File: src/design/rpt_pkg.sv
package rpt_pkg;

    // Field and register widths
    localparam int unsigned CMD_W      = 3;
    localparam int unsigned CNT_W      = 64;
    localparam int unsigned BYTES_W    = 32;
    localparam int unsigned TRY_W      = 40;
    localparam int unsigned ZONE_W     = 16;
    localparam int unsigned CFG_IDX_W  = 1;
    localparam int unsigned CFG_DATA_W = 40;

    // Configuration register indexes
    localparam logic [CFG_IDX_W-1:0] CFG_TRY_DURATION = 1'b0;
    localparam logic [CFG_IDX_W-1:0] CFG_BYTE_TARGET  = 1'b1;

    typedef enum logic [CMD_W-1:0] {
        CMD_START      = 3'd0,
        CMD_END_STEP   = 3'd1,
        CMD_ZONE_BEGIN = 3'd2,
        CMD_ZONE_END   = 3'd3,
        CMD_ADD_BYTES  = 3'd4
    } cmd_t;

    typedef enum logic [1:0] {
        PH_IDLE = 2'd0,
        PH_RUN  = 2'd1,
        PH_DONE = 2'd2,
        PH_ERR  = 2'd3
    } phase_t;

    typedef enum logic [1:0] {
        ERR_NONE       = 2'd0,
        ERR_NOT_READY  = 2'd1,
        ERR_UNBALANCED = 2'd2,
        ERR_BYTES      = 2'd3
    } err_t;

    typedef struct packed {
        logic [CMD_W-1:0]   command;
        logic [CNT_W-1:0]   now_cycles;
        logic [CNT_W-1:0]   fault_reading;
        logic [BYTES_W-1:0] byte_amount;
        logic               counters_ready;
    } in_data_t;

    typedef struct packed {
        logic             running;
        logic [1:0]       run_state;
        logic [1:0]       error_code;
        logic [CNT_W-1:0] min_cycles;
        logic [CNT_W-1:0] min_faults;
        logic [CNT_W-1:0] max_cycles;
        logic [CNT_W-1:0] max_faults;
        logic [CNT_W-1:0] total_cycles;
        logic [CNT_W-1:0] total_bytes;
        logic [CNT_W-1:0] total_faults;
        logic [CNT_W-1:0] total_steps;
    } out_data_t;

endpackage

File: src/design/rpt_if.sv
interface rpt_in_if;
    logic               valid;
    logic               ready;
    rpt_pkg::in_data_t  data;

    modport source (output valid, output data, input ready);
    modport sink   (input valid, input data, output ready);
endinterface

interface rpt_out_if;
    logic               valid;
    logic               ready;
    rpt_pkg::out_data_t data;

    modport source (output valid, output data, input ready);
    modport sink   (input valid, input data, output ready);
endinterface

File: src/design/repetition_perf_tracker.sv
// Repetition performance tracker.
// in_ch carries event requests (start run, end step, zone begin/end, add
// bytes); out_ch returns one result per request: run state, error code,
// the fastest and slowest step snapshots and the running totals.
// cfg_we/cfg_index/cfg_data write the try duration (index 0) and the
// per-step byte target (index 1); write them only while no request is in flight.
// A request is captured in an input register, then its adds and compares
// update the tracker state, which doubles as the result register. A result
// is valid once its request has passed the input and state registers, and
// one request is taken per cycle while results are drained. The 64-bit
// elapsed-time subtract and compare on end step sets the cycle time.
// Reset clears the state to idle, all totals and snapshots to zero (empty
// minimum) and both configuration registers to zero.
// When the receiver stalls, the result holds; the input register still
// takes one more request, after which in_ch.ready drops until the result
// is taken.
module repetition_perf_tracker #(
    parameter logic [39:0] DEFAULT_DURATION = 40'd240000000
) (
    input  logic                                clk,
    input  logic                                rst_n,
    rpt_in_if.sink                              in_ch,
    rpt_out_if.source                           out_ch,
    input  logic                                cfg_we,
    input  logic [rpt_pkg::CFG_IDX_W-1:0]       cfg_index,
    input  logic [rpt_pkg::CFG_DATA_W-1:0]      cfg_data
);

    localparam int unsigned CW = rpt_pkg::CNT_W;

    // Configuration
    logic [rpt_pkg::TRY_W-1:0]   try_duration_reg;
    logic [rpt_pkg::BYTES_W-1:0] byte_target_reg;

    // Pipeline control and input register
    logic              in_valid_reg;
    rpt_pkg::in_data_t in_data_reg;
    logic              out_valid_reg;
    logic              advance;

    // Tracker state
    rpt_pkg::phase_t     phase_reg, phase_next;
    rpt_pkg::err_t       err_reg, err_next;
    logic [CW-1:0]       window_reg, window_next;
    logic [rpt_pkg::ZONE_W-1:0] zones_reg, zones_next;
    logic [CW-1:0]       step_cyc_reg, step_cyc_next;
    logic [CW-1:0]       step_bytes_reg, step_bytes_next;
    logic [CW-1:0]       step_flt_reg, step_flt_next;
    logic [CW-1:0]       tot_cyc_reg, tot_cyc_next;
    logic [CW-1:0]       tot_bytes_reg, tot_bytes_next;
    logic [CW-1:0]       tot_flt_reg, tot_flt_next;
    logic [CW-1:0]       tot_steps_reg, tot_steps_next;
    logic [CW-1:0]       minp1_cyc_reg, minp1_cyc_next;
    logic [CW-1:0]       min_flt_reg, min_flt_next;
    logic [CW-1:0]       max_cyc_reg, max_cyc_next;
    logic [CW-1:0]       max_flt_reg, max_flt_next;

    // End-step helpers
    logic                      new_min;
    logic [rpt_pkg::TRY_W-1:0] duration;
    logic [CW-1:0]             elapsed;

    // Move the held request into the result stage when the result slot frees
    assign advance      = in_valid_reg && (!out_valid_reg || out_ch.ready);
    assign in_ch.ready  = !in_valid_reg || advance;
    assign out_ch.valid = out_valid_reg;

    // Capture configuration writes
    always_ff @(posedge clk or negedge rst_n)
    begin
        if (!rst_n)
        begin
            try_duration_reg <= '0;
            byte_target_reg  <= '0;
        end
        else if (cfg_we)
        begin
            case (cfg_index)
                rpt_pkg::CFG_TRY_DURATION:
                    try_duration_reg <= cfg_data[rpt_pkg::TRY_W-1:0];
                rpt_pkg::CFG_BYTE_TARGET:
                    byte_target_reg <= cfg_data[rpt_pkg::BYTES_W-1:0];
                default:
                    ;
            endcase
        end
    end

    // Handshake flags
    always_ff @(posedge clk or negedge rst_n)
    begin
        if (!rst_n)
        begin
            in_valid_reg  <= 1'b0;
            out_valid_reg <= 1'b0;
        end
        else
        begin
            if (in_ch.ready)
                in_valid_reg <= in_ch.valid;
            if (advance)
                out_valid_reg <= 1'b1;
            else if (out_ch.ready)
                out_valid_reg <= 1'b0;
        end
    end

    // Hold the accepted request
    always_ff @(posedge clk)
    begin
        if (in_ch.valid && in_ch.ready)
            in_data_reg <= in_ch.data;
    end

    assign duration = (try_duration_reg == '0) ? DEFAULT_DURATION : try_duration_reg;
    assign elapsed  = in_data_reg.now_cycles - window_reg;
    assign new_min  = (minp1_cyc_reg - CW'(1)) > step_cyc_reg;

    // Work out the state after the held request
    always_comb
    begin
        phase_next      = phase_reg;
        err_next        = err_reg;
        window_next     = window_reg;
        zones_next      = zones_reg;
        step_cyc_next   = step_cyc_reg;
        step_bytes_next = step_bytes_reg;
        step_flt_next   = step_flt_reg;
        tot_cyc_next    = tot_cyc_reg;
        tot_bytes_next  = tot_bytes_reg;
        tot_flt_next    = tot_flt_reg;
        tot_steps_next  = tot_steps_reg;
        minp1_cyc_next  = minp1_cyc_reg;
        min_flt_next    = min_flt_reg;
        max_cyc_next    = max_cyc_reg;
        max_flt_next    = max_flt_reg;

        case (in_data_reg.command)
            rpt_pkg::CMD_START:
            begin
                step_cyc_next   = '0;
                step_bytes_next = '0;
                step_flt_next   = '0;
                zones_next      = '0;
                window_next     = in_data_reg.now_cycles;
                if (in_data_reg.counters_ready)
                begin
                    phase_next = rpt_pkg::PH_RUN;
                    err_next   = rpt_pkg::ERR_NONE;
                end
                else
                begin
                    phase_next = rpt_pkg::PH_ERR;
                    err_next   = rpt_pkg::ERR_NOT_READY;
                end
            end
            rpt_pkg::CMD_END_STEP:
            begin
                if (phase_reg == rpt_pkg::PH_RUN)
                begin
                    if (zones_reg != '0)
                    begin
                        // unbalanced zones: keep the step as it is
                        phase_next = rpt_pkg::PH_ERR;
                        err_next   = rpt_pkg::ERR_UNBALANCED;
                    end
                    else
                    begin
                        // fold the step into the totals
                        tot_cyc_next   = tot_cyc_reg + step_cyc_reg;
                        tot_bytes_next = tot_bytes_reg + step_bytes_reg;
                        tot_flt_next   = tot_flt_reg + step_flt_reg;
                        tot_steps_next = tot_steps_reg + CW'(1);
                        // snapshot a new fastest step and restart the window
                        if (new_min)
                        begin
                            minp1_cyc_next = step_cyc_reg + CW'(1);
                            min_flt_next   = step_flt_reg;
                            window_next    = in_data_reg.now_cycles;
                        end
                        if (max_cyc_reg < step_cyc_reg)
                        begin
                            max_cyc_next = step_cyc_reg;
                            max_flt_next = step_flt_reg;
                        end
                        if ((byte_target_reg != '0) &&
                            ({{(CW-rpt_pkg::BYTES_W){1'b0}}, byte_target_reg}
                             != step_bytes_reg))
                        begin
                            phase_next = rpt_pkg::PH_ERR;
                            err_next   = rpt_pkg::ERR_BYTES;
                        end
                        step_cyc_next   = '0;
                        step_bytes_next = '0;
                        step_flt_next   = '0;
                        // complete once no new minimum for the try duration
                        if (!new_min &&
                            (elapsed > {{(CW-rpt_pkg::TRY_W){1'b0}}, duration}))
                            phase_next = rpt_pkg::PH_DONE;
                    end
                end
            end
            rpt_pkg::CMD_ZONE_BEGIN:
            begin
                zones_next    = zones_reg + rpt_pkg::ZONE_W'(1);
                step_cyc_next = step_cyc_reg - in_data_reg.now_cycles;
                step_flt_next = step_flt_reg - in_data_reg.fault_reading;
            end
            rpt_pkg::CMD_ZONE_END:
            begin
                zones_next    = zones_reg - rpt_pkg::ZONE_W'(1);
                step_cyc_next = step_cyc_reg + in_data_reg.now_cycles;
                step_flt_next = step_flt_reg + in_data_reg.fault_reading;
            end
            rpt_pkg::CMD_ADD_BYTES:
            begin
                step_bytes_next = step_bytes_reg +
                    {{(CW-rpt_pkg::BYTES_W){1'b0}}, in_data_reg.byte_amount};
            end
            default:
                ;
        endcase
    end

    // Update the state, which also forms the result register
    always_ff @(posedge clk or negedge rst_n)
    begin
        if (!rst_n)
        begin
            phase_reg      <= rpt_pkg::PH_IDLE;
            err_reg        <= rpt_pkg::ERR_NONE;
            window_reg     <= '0;
            zones_reg      <= '0;
            step_cyc_reg   <= '0;
            step_bytes_reg <= '0;
            step_flt_reg   <= '0;
            tot_cyc_reg    <= '0;
            tot_bytes_reg  <= '0;
            tot_flt_reg    <= '0;
            tot_steps_reg  <= '0;
            minp1_cyc_reg  <= '0;
            min_flt_reg    <= '0;
            max_cyc_reg    <= '0;
            max_flt_reg    <= '0;
        end
        else if (advance)
        begin
            phase_reg      <= phase_next;
            err_reg        <= err_next;
            window_reg     <= window_next;
            zones_reg      <= zones_next;
            step_cyc_reg   <= step_cyc_next;
            step_bytes_reg <= step_bytes_next;
            step_flt_reg   <= step_flt_next;
            tot_cyc_reg    <= tot_cyc_next;
            tot_bytes_reg  <= tot_bytes_next;
            tot_flt_reg    <= tot_flt_next;
            tot_steps_reg  <= tot_steps_next;
            minp1_cyc_reg  <= minp1_cyc_next;
            min_flt_reg    <= min_flt_next;
            max_cyc_reg    <= max_cyc_next;
            max_flt_reg    <= max_flt_next;
        end
    end

    // Drive the result from the state
    assign out_ch.data.running      = (phase_reg == rpt_pkg::PH_RUN);
    assign out_ch.data.run_state    = phase_reg;
    assign out_ch.data.error_code   = err_reg;
    assign out_ch.data.min_cycles   = minp1_cyc_reg - CW'(1);
    assign out_ch.data.min_faults   = min_flt_reg;
    assign out_ch.data.max_cycles   = max_cyc_reg;
    assign out_ch.data.max_faults   = max_flt_reg;
    assign out_ch.data.total_cycles = tot_cyc_reg;
    assign out_ch.data.total_bytes  = tot_bytes_reg;
    assign out_ch.data.total_faults = tot_flt_reg;
    assign out_ch.data.total_steps  = tot_steps_reg;

    // Stats move only when a request reaches the result stage
    a_stats_hold: assert property (@(posedge clk) disable iff (!rst_n)
        !advance |=> $stable(tot_steps_reg) && $stable(minp1_cyc_reg))
        else $error("stats changed without a request");

    // A stalled input always has a request waiting in the input register
    a_stall_held: assert property (@(posedge clk) disable iff (!rst_n)
        !in_ch.ready |-> in_valid_reg && out_valid_reg)
        else $error("input stalled with an empty pipeline");

    // A start leaves no open zones and a running or failed run
    a_start_clears: assert property (@(posedge clk) disable iff (!rst_n)
        advance && (in_data_reg.command == rpt_pkg::CMD_START) |=>
        (zones_reg == '0) &&
        ((phase_reg == rpt_pkg::PH_RUN) || (phase_reg == rpt_pkg::PH_ERR)))
        else $error("start did not reset the run");

    // A recorded minimum implies at least one folded step
    a_min_has_step: assert property (@(posedge clk) disable iff (!rst_n)
        (minp1_cyc_reg != '0) |-> (tot_steps_reg != '0))
        else $error("minimum recorded without any step");

endmodule
File: src/flat_wrapper.sv
// flat-port wrapper written by rule: the top's interface ports become plain ports
module repetition_perf_tracker_flat 
#(
    parameter logic [39:0] DEFAULT_DURATION = 40'd240000000
)
  (clk, rst_n, cfg_we, cfg_index, cfg_data, in_ch_valid, in_ch_data, in_ch_ready, out_ch_valid, out_ch_data, out_ch_ready);
  rpt_in_if in_ch_i ();
  rpt_out_if out_ch_i ();
  input  logic clk;
  input  logic rst_n;
  input  logic cfg_we;
  input  logic [rpt_pkg::CFG_IDX_W-1:0] cfg_index;
  input  logic [rpt_pkg::CFG_DATA_W-1:0] cfg_data;
  input wire logic [$bits(in_ch_i.valid)-1:0] in_ch_valid;
  input wire logic [$bits(in_ch_i.data)-1:0] in_ch_data;
  output wire logic [$bits(in_ch_i.ready)-1:0] in_ch_ready;
  output wire logic [$bits(out_ch_i.valid)-1:0] out_ch_valid;
  output wire logic [$bits(out_ch_i.data)-1:0] out_ch_data;
  input wire logic [$bits(out_ch_i.ready)-1:0] out_ch_ready;
  assign in_ch_i.valid = in_ch_valid;
  assign in_ch_i.data = in_ch_data;
  assign in_ch_ready = in_ch_i.ready;
  assign out_ch_valid = out_ch_i.valid;
  assign out_ch_data = out_ch_i.data;
  assign out_ch_i.ready = out_ch_ready;
  repetition_perf_tracker #(.DEFAULT_DURATION(DEFAULT_DURATION)) u_core (.clk(clk), .rst_n(rst_n), .in_ch(in_ch_i), .out_ch(out_ch_i), .cfg_we(cfg_we), .cfg_index(cfg_index), .cfg_data(cfg_data));
endmodule
File: config.mk
export PLATFORM = sky130hd
export DESIGN_NAME = repetition_perf_tracker_flat
export DESIGN_NICKNAME = d
export VERILOG_FILES = /design/src/design/rpt_pkg.sv /design/src/design/rpt_if.sv /design/src/design/repetition_perf_tracker.sv /design/src/flat_wrapper.sv
export SDC_FILE = /design/constraint.sdc
export NUM_CORES = 2
export LEC_CHECK = 0
export BUFFER_PORTS_ARGS = -buffer_cell sky130_fd_sc_hd__clkbuf_2
export CAP_MARGIN = 40
export CORE_AREA = 4 4 377 379
export DETAILED_ROUTE_END_ITERATION = 16
export DIE_AREA = 0 0 381 383
export PLACE_DENSITY = 0.72
export SLEW_MARGIN = 5
export SYNTH_ARGS = -nofsm -noshare
export SYNTH_HDL_FRONTEND = slang
export SYNTH_SLANG_ARGS = --single-unit
File: constraint.sdc
create_clock -name clk -period 7.69 [get_ports clk]
set_input_delay 0.769 -clock clk [delete_from_list [all_inputs] [get_ports clk]]
set_output_delay 0.769 -clock clk [all_outputs]
set_load 0.02 [all_outputs]
# --- Yosys cells after proc, flatten, opt, wreduce, memory -nomap -nowiden ---
# Cells that the tools add are included.
totals:
  input_bits: 210
  output_inout_bits: 519
  wordCells: 106
  regBits: 1026
classes:
  reduce_logical: 29
  mux: 23
  eq_ne: 11
  bitwise_logic: 2
  order_cmp: 3
  addsub: 14
op_table:
  columns: ["operator", "count"]
  rows:
  - ["$pmux 64 s4", 2]
  - ["$add 64x64->64", 5]
  - ["$mux 64", 5]
  - ["$pmux 64 s3", 1]
  - ["$sub 64x64->64", 3]
  - ["$add 64x1->64 const B", 2]
  - ["$pmux 64 s2", 1]
  - ["$add 64x32->64", 1]
  - ["$gt 64x40->1", 1]
  - ["$gt 64x64->1", 1]
  - ["$lt 64x64->1", 1]
  - ["$ne 32x64->1", 1]
  - ["$sub 64x1->64 const B", 1]
  - ["$pmux 16 s3", 1]
  - ["$logic_not 40->1", 1]
  - ["$mux 40", 1]
  - ["$reduce_bool 32->1", 1]
  - ["$reduce_and 4->1", 5]
  - ["$add 16x1->16 const B", 1]
  - ["$reduce_bool 16->1", 1]
  - ["$sub 16x1->16 const B", 1]
  - ["$reduce_and 5->1", 3]
  - ["$mux 2", 7]
  - ["$pmux 2 s2", 2]
  - ["18 further kinds", 33]

# --- Longest topological paths before layout ---
logic_depth:
  word_depth: 8
  ltp_mapped: 27
  ltp_nobuf: 26

# --- Worst setup path before layout ---
# OpenSTA, ideal clock, no wires.
synth_path:
  path_type: "reg-to-reg"
  start: "register u_core.minp1_cyc_reg[10]"
  end: "register u_core.window_reg[1]"
  stages_incl_launch_ff: 25
  setup_time_ps: 133
  arrival_ps: 6284
  path_slack_ps: 1272
  period_less_slack_ps: 6418
  required_ps: 7557
  path_buffers: 4
  path_cell_list: "dfrtp_1 or3_1 or3_4 or3_4 nor2_2 nand2_2 or3_1 buf_2 nand2b_4 or3_1 buf_2 or4_4 or4_4 nor3_2 xor2_1 ha_1 nand4_1 nor2_1 nand4_1 a21oi_1 o22ai_1 a21boi_1 clkbuf_1 clkbuf_1 o21ai_0"
synth_via:
  elab_chain_cells: 4
synth_rtl:
  columns: ["element", "line_no", "rtl"]
  rows:
  - ["start, declared", "repetition_perf_tracker.sv:53", "logic [CW-1:0] minp1_cyc_reg, minp1_cyc_next;"]
  - ["start signal, assigned", "repetition_perf_tracker.sv:259", "minp1_cyc_reg <= minp1_cyc_next;"]
  - ["$sub 64x1->64", null, null]
  - ["named net out_ch_data[511]", "flat_wrapper.sv:18", "output wire logic [$bits(out_ch_i.data)-1:0] out_ch_data;"]
  - ["$gt 64x64->1", "repetition_perf_tracker.sv:117", "assign new_min = (minp1_cyc_reg - CW'(1)) > step_cyc_reg;"]
  - ["$ne 2x1->1 (no source line)", null, null]
  - ["$reduce_and 5->1 (no source line)", null, null]
  - ["end signal, assigned", "repetition_perf_tracker.sv:250", "window_reg <= window_next;"]
  - ["end, declared", "repetition_perf_tracker.sv:44", "logic [CW-1:0] window_reg, window_next;"]
# The timed path passes the listed nets, and every way through them passes these cells.
# A chain may end at the register's enable or synchronous reset.

# --- Final worst setup path ---
layout_path:
  start: "register u_core.minp1_cyc_reg[10]"
  end: "register u_core.min_flt_reg[4]"
layout_via:
  elab_chain_cells: 3
layout_rtl:
  columns: ["element", "line_no", "rtl"]
  rows:
  - ["$sub 64x1->64", "repetition_perf_tracker.sv:117", null]
  - ["$gt 64x64->1", "repetition_perf_tracker.sv:117", null]
  - ["$reduce_and 5->1 (no source line)", null, null]
  - ["end signal, assigned", "repetition_perf_tracker.sv:260", "min_flt_reg <= min_flt_next;"]
  - ["end, declared", "repetition_perf_tracker.sv:54", "logic [CW-1:0] min_flt_reg, min_flt_next;"]
# Every way passes these cells.

==> results.md <==
- Status: completed
- Max Fclk: 144 MHz
- Root Driver: clkbuf_16
- Min cycle time layout: 6.95 ns
- Synth async-reset ratio: 84.0%
- EDFF count, synth: 164
- Gpl congestion: 0.941
- Type of the worst min-delay path: in -> reg
- Number of global-route vias before repair: 57.2k
- Routed vias: 59.3k
- Cell variety after synth: 88
- Worst path bufs/invs: 3
- Setup tns final: 0 ns
- Starting Density: 49.6%
- Cells after synthesis: 7,514
- Bufs on Longest Clock Path: 3
- Placed Area: 74,500 um^2
- CP Max Fanout: 46
- Antenna violations before repair: 59
- Crit path required time: 8.27 ns
- CTS tree: built
- Clock latency on the worst-skew pair: 0.73 ns
- R2R Path End: u_core.min_flt_reg[4]
- Worst Hold Path EP: u_core.in_data_reg[78]
- Drt pass-1 iters: 6
- Max Used Layer: met5
- Cell Area, Synth: 68,900 um^2
- VDD IR-drop max: 0.195 mV
- Lkg Pwr: 37.9 nW
- Syn-to-layout area delta: 14.1%
- Sequential fraction of the synthesis area: 38.5%
- Max Cap Viol: 0
- Crit path kind: reg -> reg
- Dominant synthesized flop cell: dfrtp_1
- Clock transition at path regs: 0.06 ns
- Worst-margin pin slew: 0.942 ns
- GR Util All Layers: 28.1%
- Max reg flops: 164
- Die height: 383 um
- Crit. End Element: flop
- First-pass GRT wire length: 328,000 um
- Final instance area: 78,600 um^2
- # fillers: 12.3k
- Ys Warns: 0
- Largest net degree at the start of global routing: 143
- Fin nets: 8,977
- Setup Viol. Count Final: 0
- Synth Net Count: 8,328
- Synth area leader: dfrtp_1
- Iter 0 DRT Violations: 4,303
- Die X: 381 um
- CP Cell Sequence: or3_1, or3_4, or3_4, nor2_2, nand2_2, or3_1, nand2b_4, or3_1, or4_4, or4_4, nor3_2, xor2_1, ha_1, a21o_1, a21o_1, a21oi_1, o2111ai_1, o22ai_1, buf_4, nor2_4, buf_12, buf_12, mux2_2
- Hold_sp: in_ch_data[78]
- Post-route DRC: 0
- CP max stage delay: 0.57 ns
- Pwr Density: 298 nW/um^2
- Setup crit start kind: flop
- Routed Antenna Nets: 0
- Die Footprint: 146,000 um^2
- Flop2flop setup slack: 0.74 ns
- IO Pins: 729
- Global route total overflow: 0
- FF-to-FF Start: u_core.minp1_cyc_reg[10]
- Met2 WL post-DR: 97,500 um
- Synth area leaders: dfrtp_1 31%, ha_1 11%, edfxtp_1 7.1%
- Fin. max-slew vios: 0
- Most frequent CP cell: or3_1
- Rows: 137
- Metal3 WL: 14,800 um
- Synth top area share: 31.3%
- Slew HR: 37.2%
- Layout cells sized above 1: 15.6%
- Non-Filler Instances: 10.1k
- Vias per cell: 5.87
- Tcrit/Tclk final: 90.4%
- Skew final: 0.0321 ns
- Core area: 139,000 um^2
- Inst Count DP: 9,853
- Hold Path Depth: 1
- CP max-delay cell: or4_4
- Post-DR wirelength/cell: 21.0 um
- Clock sink count: 1,026
- Total CTS buffers: 113
- Syn_area_per_cell: 9.17 um^2
- R2R cell count: 23
- Post-CTS Setup Inserts: 0
- Arr. time, crit path: 7.54 ns
- I/O Buffers: 728
- CP top delay family: simple AND/OR/NAND/NOR gates
- DPL Wire Length: 166,000 um
- Synthesized flop and latch total: 1,026
- Hold Violations, Final: 0
- RSZ-0062 raised after global routing: false
- H-tree levels: 3
- WL met1: 92,600 um
- Detailed Route WL: 212,000 um
## metrics by stage
stage / setup WS, ns / total power, mW / hold slack (ns) / utilization, %
after floorplan: 1.27 / 14.7 / 0.457 / -
after global placement: 0.811 / 17.3 / 0.463 / 53.7
after detailed placement: 0.796 / 17.6 / 0.465 / 53.7
after CTS: 0.753 / 23.4 / 0.143 / 56.5
after global routing: 0.441 / 25.0 / 0.172 / 56.6
final: 0.738 / 23.4 / 0.215 / 56.6
## cell type report
type,instances,area [um^2],share of cell area (%)
antenna,48,120,0.153
multi-input combinational,5926,40400,51.4
timing repair buffer,790,4250,5.40
clock inverter,53,639,0.813
tap,1807,2260,2.88
sequential,1026,26500,33.7
clock buffer,158,3300,4.20
inverter,306,1150,1.46
## timing repair
item                      CTS  global route
hold buffers                1             0
resized for setup           0             0
hold endpoints to repair    5             0
## layer usage
metal | global-route usage, % | vias up
met5 | 0 | -
met4 | 10.5 | 16
met3 | 4.53 | 361
met2 | 45.3 | 1897
met1 | 38.3 | 28600
li1 | - | 28500
## Yosys cell counts, drive strengths merged (12+ instances only)
| cell type | number |
|---|---|
| edfxtp | 164 |
| nor3 | 117 |
| a31oi | 52 |
| a2111oi | 14 |
| nor4 | 70 |
| and3 | 87 |
| o21a | 46 |
| xor2 | 311 |
| o31ai | 56 |
| o211ai | 38 |
| and2 | 32 |
| nand4 | 149 |
| mux2 | 246 |
| o41ai | 22 |
| xnor2 | 434 |
| a221oi | 18 |
| nor2 | 445 |
| clkbuf | 238 |
| a21o | 276 |
| or4 | 20 |
| and4 | 23 |
| a21oi | 590 |
| nor2b | 71 |
| a211oi | 51 |
| nand3 | 159 |
| nand2b | 78 |
| dfrtp | 862 |
| o2111ai | 12 |
| o21bai | 76 |
| buf | 18 |
| or2 | 18 |
| ha | 596 |
| nand2 | 841 |
| or3 | 58 |
| a21boi | 12 |
| inv | 305 |
| a41oi | 13 |
| o21ai | 718 |
## placed cells by master (no fill, tap or decap), types with 87 or more instances in the layout
cell type,count
nor3_1,115
ha_1,596
clkbuf_2,727
inv_1,304
xnor2_1,434
nand4_1,149
edfxtp_1,164
o21ai_0,716
xor2_1,311
mux2_2,246
nand2_1,838
nand3_1,159
clkbuf_16,115
nor2_1,441
a21o_1,276
and3_1,87
a21oi_1,589
dfrtp_1,862
## how the worst max path moves through the flow
stage	start	end	slack, ns	depth (start not counted)
4_1_cts	u_core.minp1_cyc_reg[10]	u_core.minp1_cyc_reg[31]	0.75	25
3_5_place_dp	u_core.minp1_cyc_reg[10]	u_core.minp1_cyc_reg[31]	0.80	25
5_1_grt	u_core.minp1_cyc_reg[10]	u_core.minp1_cyc_reg[33]	0.44	25
6_report	u_core.minp1_cyc_reg[10]	u_core.min_flt_reg[4]	0.74	23
2_1_floorplan	u_core.minp1_cyc_reg[10]	u_core.window_reg[1]	1.27	24
3_3_place_gp	u_core.minp1_cyc_reg[10]	u_core.minp1_cyc_reg[31]	0.81	25
## where the power goes
group          switching (mW)  internal [mW]  total (mW)
combinational            6.02           4.08        10.1
clock                    2.37           3.34        5.72
sequential               1.30           6.31        7.60
## cell families after synthesis
logic type | count (synthesis) | synth area share, %
adder cells (fa/ha/maj) | 604 | 11.1
flip-flops | 1026 | 38.5
multiplexers | 255 | 4.15
AND/OR/NAND/NOR | 2210 | 15.2
buffers and inverters | 562 | 3.07
AO/OA/AOI/OAI | 2112 | 18.6
XOR/XNOR | 745 | 9.47
Note: power is estimated with default switching activity, not from simulation.
